--- src/design/teq_pkg.sv ---
package teq_pkg;

	localparam int MAX_RESULTS = 32;
	localparam int POP_CW = $clog2(MAX_RESULTS);

	typedef enum logic [1:0] {
		REQ_SCHEDULE = 2'd0,
		REQ_PROCESS  = 2'd1,
		REQ_CLEAR    = 2'd2,
		REQ_UNUSED   = 2'd3
	} req_t;

	typedef enum logic [2:0] {
		ST_ACCEPTED = 3'd0,
		ST_FULL     = 3'd1,
		ST_DUE      = 3'd2,
		ST_NONE_DUE = 3'd3,
		ST_CLEARED  = 3'd4
	} status_t;

	typedef enum logic [1:0] {
		CELL_HOLD,
		CELL_INSERT,
		CELL_POP
	} cell_op_t;

	typedef enum logic {
		FSM_IDLE,
		FSM_POP
	} fsm_t;

	typedef struct packed {
		logic [31:0] ev_time;
		logic [1:0]  kind;
		logic [7:0]  handler;
		logic [63:0] payload;
	} entry_t;

endpackage

--- src/design/teq_cell.sv ---
module teq_cell (
	input  logic              clk,
	input  teq_pkg::cell_op_t op,
	input  logic [31:0]       cmp_time,
	input  logic              occ,
	input  logic              prev_le,
	input  teq_pkg::entry_t   new_entry,
	input  teq_pkg::entry_t   prev_entry,
	input  teq_pkg::entry_t   next_entry,
	output teq_pkg::entry_t   entry,
	output logic              le
);
	import teq_pkg::*;

	entry_t entry_q;

	// stays in place on insert when its time is at or before the new one
	assign le = occ && (entry_q.ev_time <= cmp_time);
	assign entry = entry_q;

	always_ff @(posedge clk) begin
		case (op)
			CELL_INSERT: begin
				if (!le) begin
					entry_q <= prev_le ? new_entry : prev_entry;
				end
			end
			CELL_POP: begin
				entry_q <= next_entry;
			end
			default: ;
		endcase
	end

endmodule

--- config.mk ---
export PLATFORM = sky130hd
export DESIGN_NAME = teq_cell
export DESIGN_NICKNAME = d
export VERILOG_FILES = /design/src/design/teq_pkg.sv /design/src/design/teq_cell.sv
export SDC_FILE = /design/constraint.sdc
export NUM_CORES = 1
export LEC_CHECK = 0
export ABC_AREA = 1
export BUFFER_PORTS_ARGS = -buffer_cell sky130_fd_sc_hd__buf_2
export CORE_AREA = 2 2 178 180
export DETAILED_ROUTE_END_ITERATION = 6
export DIE_AREA = 0 0 180 182
export PLACE_DENSITY = 0.51
export SYNTH_ARGS = -nofsm -noshare
export SYNTH_HDL_FRONTEND = slang
export SYNTH_SLANG_ARGS = --single-unit
--- constraint.sdc ---
create_clock -name clk -period 12.2 [get_ports clk]
set_input_delay 1.22 -clock clk [delete_from_list [all_inputs] [get_ports clk]]
set_output_delay 1.22 -clock clk [all_outputs]
set_load 0.01 [all_outputs]
==> results.md <==
* Status: finished, final reports clean
* Final Slew Violations at 0
* CTS Sinks at roughly 110
* Slowest CP cell: ha_1
* Drt first-iter violations at 256
* Syn Area/Cell at roughly 8.6 sq um
* Layout cells sized above 1 at 0.423
* Vias/cell at 4.28
* Final setup margin at approximately 8.3 ns
* Critical path data arrival time at 2.65 ns
* Tot Pwr at 974 uW
* DRC viols at 0
* Worst Setup Start Kind: input port
* Power per Cell Area at between 100 and 150 nW/um^2
* Slew @ Worst Pin at 0.841 ns
* RD Place Congestion at 0.868
* Area of the multi-input gates at between 2000 and 3000 sq um
* Cell mode on critical path: nand2_1
* Critical Path Sink Type: output port
* Largest net degree at the start of global routing at around 140
* Initial antenna violation count at 1
* RSZ-0062 raised after global routing: no
* Die Footprint at 32800 sq um
* Via count at 6695
* Seq/Total Area, Yosys at 0.512
* Final setup TNS at 0 ns
* Layout Cells excl Fill at 1563
* Final Setup Violations at 0
* Wirelength per Cell at between 15 and 20 um
* Setup Skew at 0.0156 ns
* CP max FO at 2
* Inserted Diodes at 0
* CTS tree: built
* Global-route wire length before repair at 36000 um
* CTS Buf Count at 9
* FF/Latch Area at ~3200 sq um
* Skew-Pair Late Insertion Delay at 0.35 ns
* Clock slew at reported path FFs at 0.08 ns
* Placed cells at 1547
* Core footprint at 31000 sq um
* Maxcap violations at 0
* Rows at 65
* Post-synth cell types at 22
* Maximum VDD drop at 0.0548 mV
* Post-layout net count at 1543
* Max FFs per register at about 110
* Port Buf Inserts at 461
* Number of cells upsized or downsized after cts at 0
* Chip Width at 180 um
* Final WL at 24000 um
* Mapped Cells at roughly 730
* Slowest cell delay on critical path at around 0.3 ns
* DRT Pass-1 Iters at 5
* Fillers at 3411
* Final Hold Vio Count at 0
* Starting density of the core at 0.200
* Cells along the critical path: buf_2 > inv_1 > ha_1 > a21o_1 > nor2_1 > nand2_1 > nand2_1 > nand2_1 > nand2_1 > nand2_1 > nand2_1 > nand2_1 > inv_1 > buf_2
* Syn. warnings at 0
* Ys flop type: edfxtp_1
* Tcrit/Tclk final at 0.317
* FFs w/ async S/R, synth at 0
* Post-place setup slack at 7.92 ns
* Synth Cell Area at 6210 sq um
* Critical path's top delay family: simple AND/OR/NAND/NOR gates
* Number of synthesized flops with an enable pin at 106
* Hpwl dp at 19100 um
* Ports at 462
* Number of synthesized register bits at ~110
* Antenna-violating nets left at 0
* Pleak at roughly 4.5 nW
* Critical Path RT at 10.98 ns
* Buffers and inverters on the worst path at 4
* Syn-to-layout area delta at 46.5%
* CTS H-tree lvls at 3
* Root Buffer Master: clkbuf_16
* Buffers from clock root to sink, at most at 2
* Total congestion overflow at 0
* CP Class: input port to output port
* Hold WC Path Type: input port to flop
* Max_slew headroom at 0.440
* Postcts setup bufs at 0
* DIE HEIGHT at ~180 um
* Synthesized net count at 1112
* Vias in the first global route at 6462
* GRT Util Overall at 0.142
* Max Fclk at 259 MHz
* CTS Hold Bufs at 0
* Tmin final at roughly 3.9 ns
-- worst register-to-register path, stage by stage, from the launching register on --
cell and delay (ns):
edfxtp_1 0.39, ha_1 0.31, nand2_1 0.08, nor2_2 0.20
nand2_1 0.08, nand2_1 0.06, nand2_1 0.04, nand2_1 0.07
nand2_1 0.05, nand2_1 0.05, nand2_1 0.04, nand2_1 0.08
nand2_1 0.09, nand2_4 0.50, buf_4 0.72
-- cells in the mapped netlist (all sizes together), types with 2 or more instances --
master | instances | area (sq um)
ha | 32 | 400
nor2 | 118 | 458
a21oi | 13 | 65.1
nand3 | 2 | 10.0
clkbuf | 10 | 37.5
nand4 | 3 | 25.0
a31oi | 106 | 663
buf | 36 | 223
edfxtp | 106 | 3180
inv | 41 | 154
nand2 | 252 | 953
o21ai | 2 | 10.0
-- layout make-up --
cell class / instances / share of cell area
Clock buffer: 10 / 0.0252
Inverter: 42 / 0.0175
Multi-Input combinational cell: 531 / 0.289
Clock inverter: 6 / 0.00550
Timing Repair Buffer: 466 / 0.258
Sequential cell: 106 / 0.350
Tap cell: 402 / 0.0553
-- worst paths after layout --
check	start	endpoint	slack, ns	cells after the start
hold / removal	next_entry[14]	entry[14]	1.22	3
setup / recovery	cmp_time[7]	le	8.33	14
setup reg to reg	entry[81]	entry[63]	8.97	14
hold reg to reg	entry[75]	entry[79]	1.75	8
-- kinds of logic after synthesis --
group | Yosys count | share of synthesized area
and+or+nand+nor | 376 | 0.234
buffers and inverters | 88 | 0.0675
DFF | 106 | 0.512
adders and majority gates | 32 | 0.0645
AOI/OAI and AO/OA | 123 | 0.121
-- layout by cell type, fill, tap and decap left out, drive strengths merged --
| master | count |
|---|---|
| buf | 466 |
| nand4 | 3 |
| nand2 | 252 |
| a21oi | 13 |
| clkinv | 4 |
| nor2 | 118 |
| o21a | 1 |
| inv | 44 |
| nor3 | 1 |
| nand3 | 2 |
| a31oi | 106 |
| o21ai | 2 |
| ha | 32 |
| clkbuf | 10 |
| a21o | 1 |
| edfxtp | 106 |
-- metrics by stage --
stage                     hold WS [ns]  instance area, sq um   util
after global routing              1.21                  9100  0.294
final                             1.22                  9100  0.294
after detailed placement          1.58                  8820  0.285
after floorplan                   1.47                  6210      -
after global placement            1.57                  8820  0.285
after CTS                         1.19                  9100  0.294
-- metal layers --
layer	global-route usage	part of all wire	vias to the layer above
met3	0.0353	0.075	19
met5	0	0	-
li1	-	-	3337
met2	0.257	0.51	322
met4	0.0433	0.019	0
met1	0.165	0.40	3017
-- report_power, final --
part,switching (mW),internal [mW],total (mW)
Combinational,0.131,0.0983,0.229
Clock,0.146,0.142,0.288
Sequential,0.0120,0.444,0.456
Power figures use the tool's default switching activity.
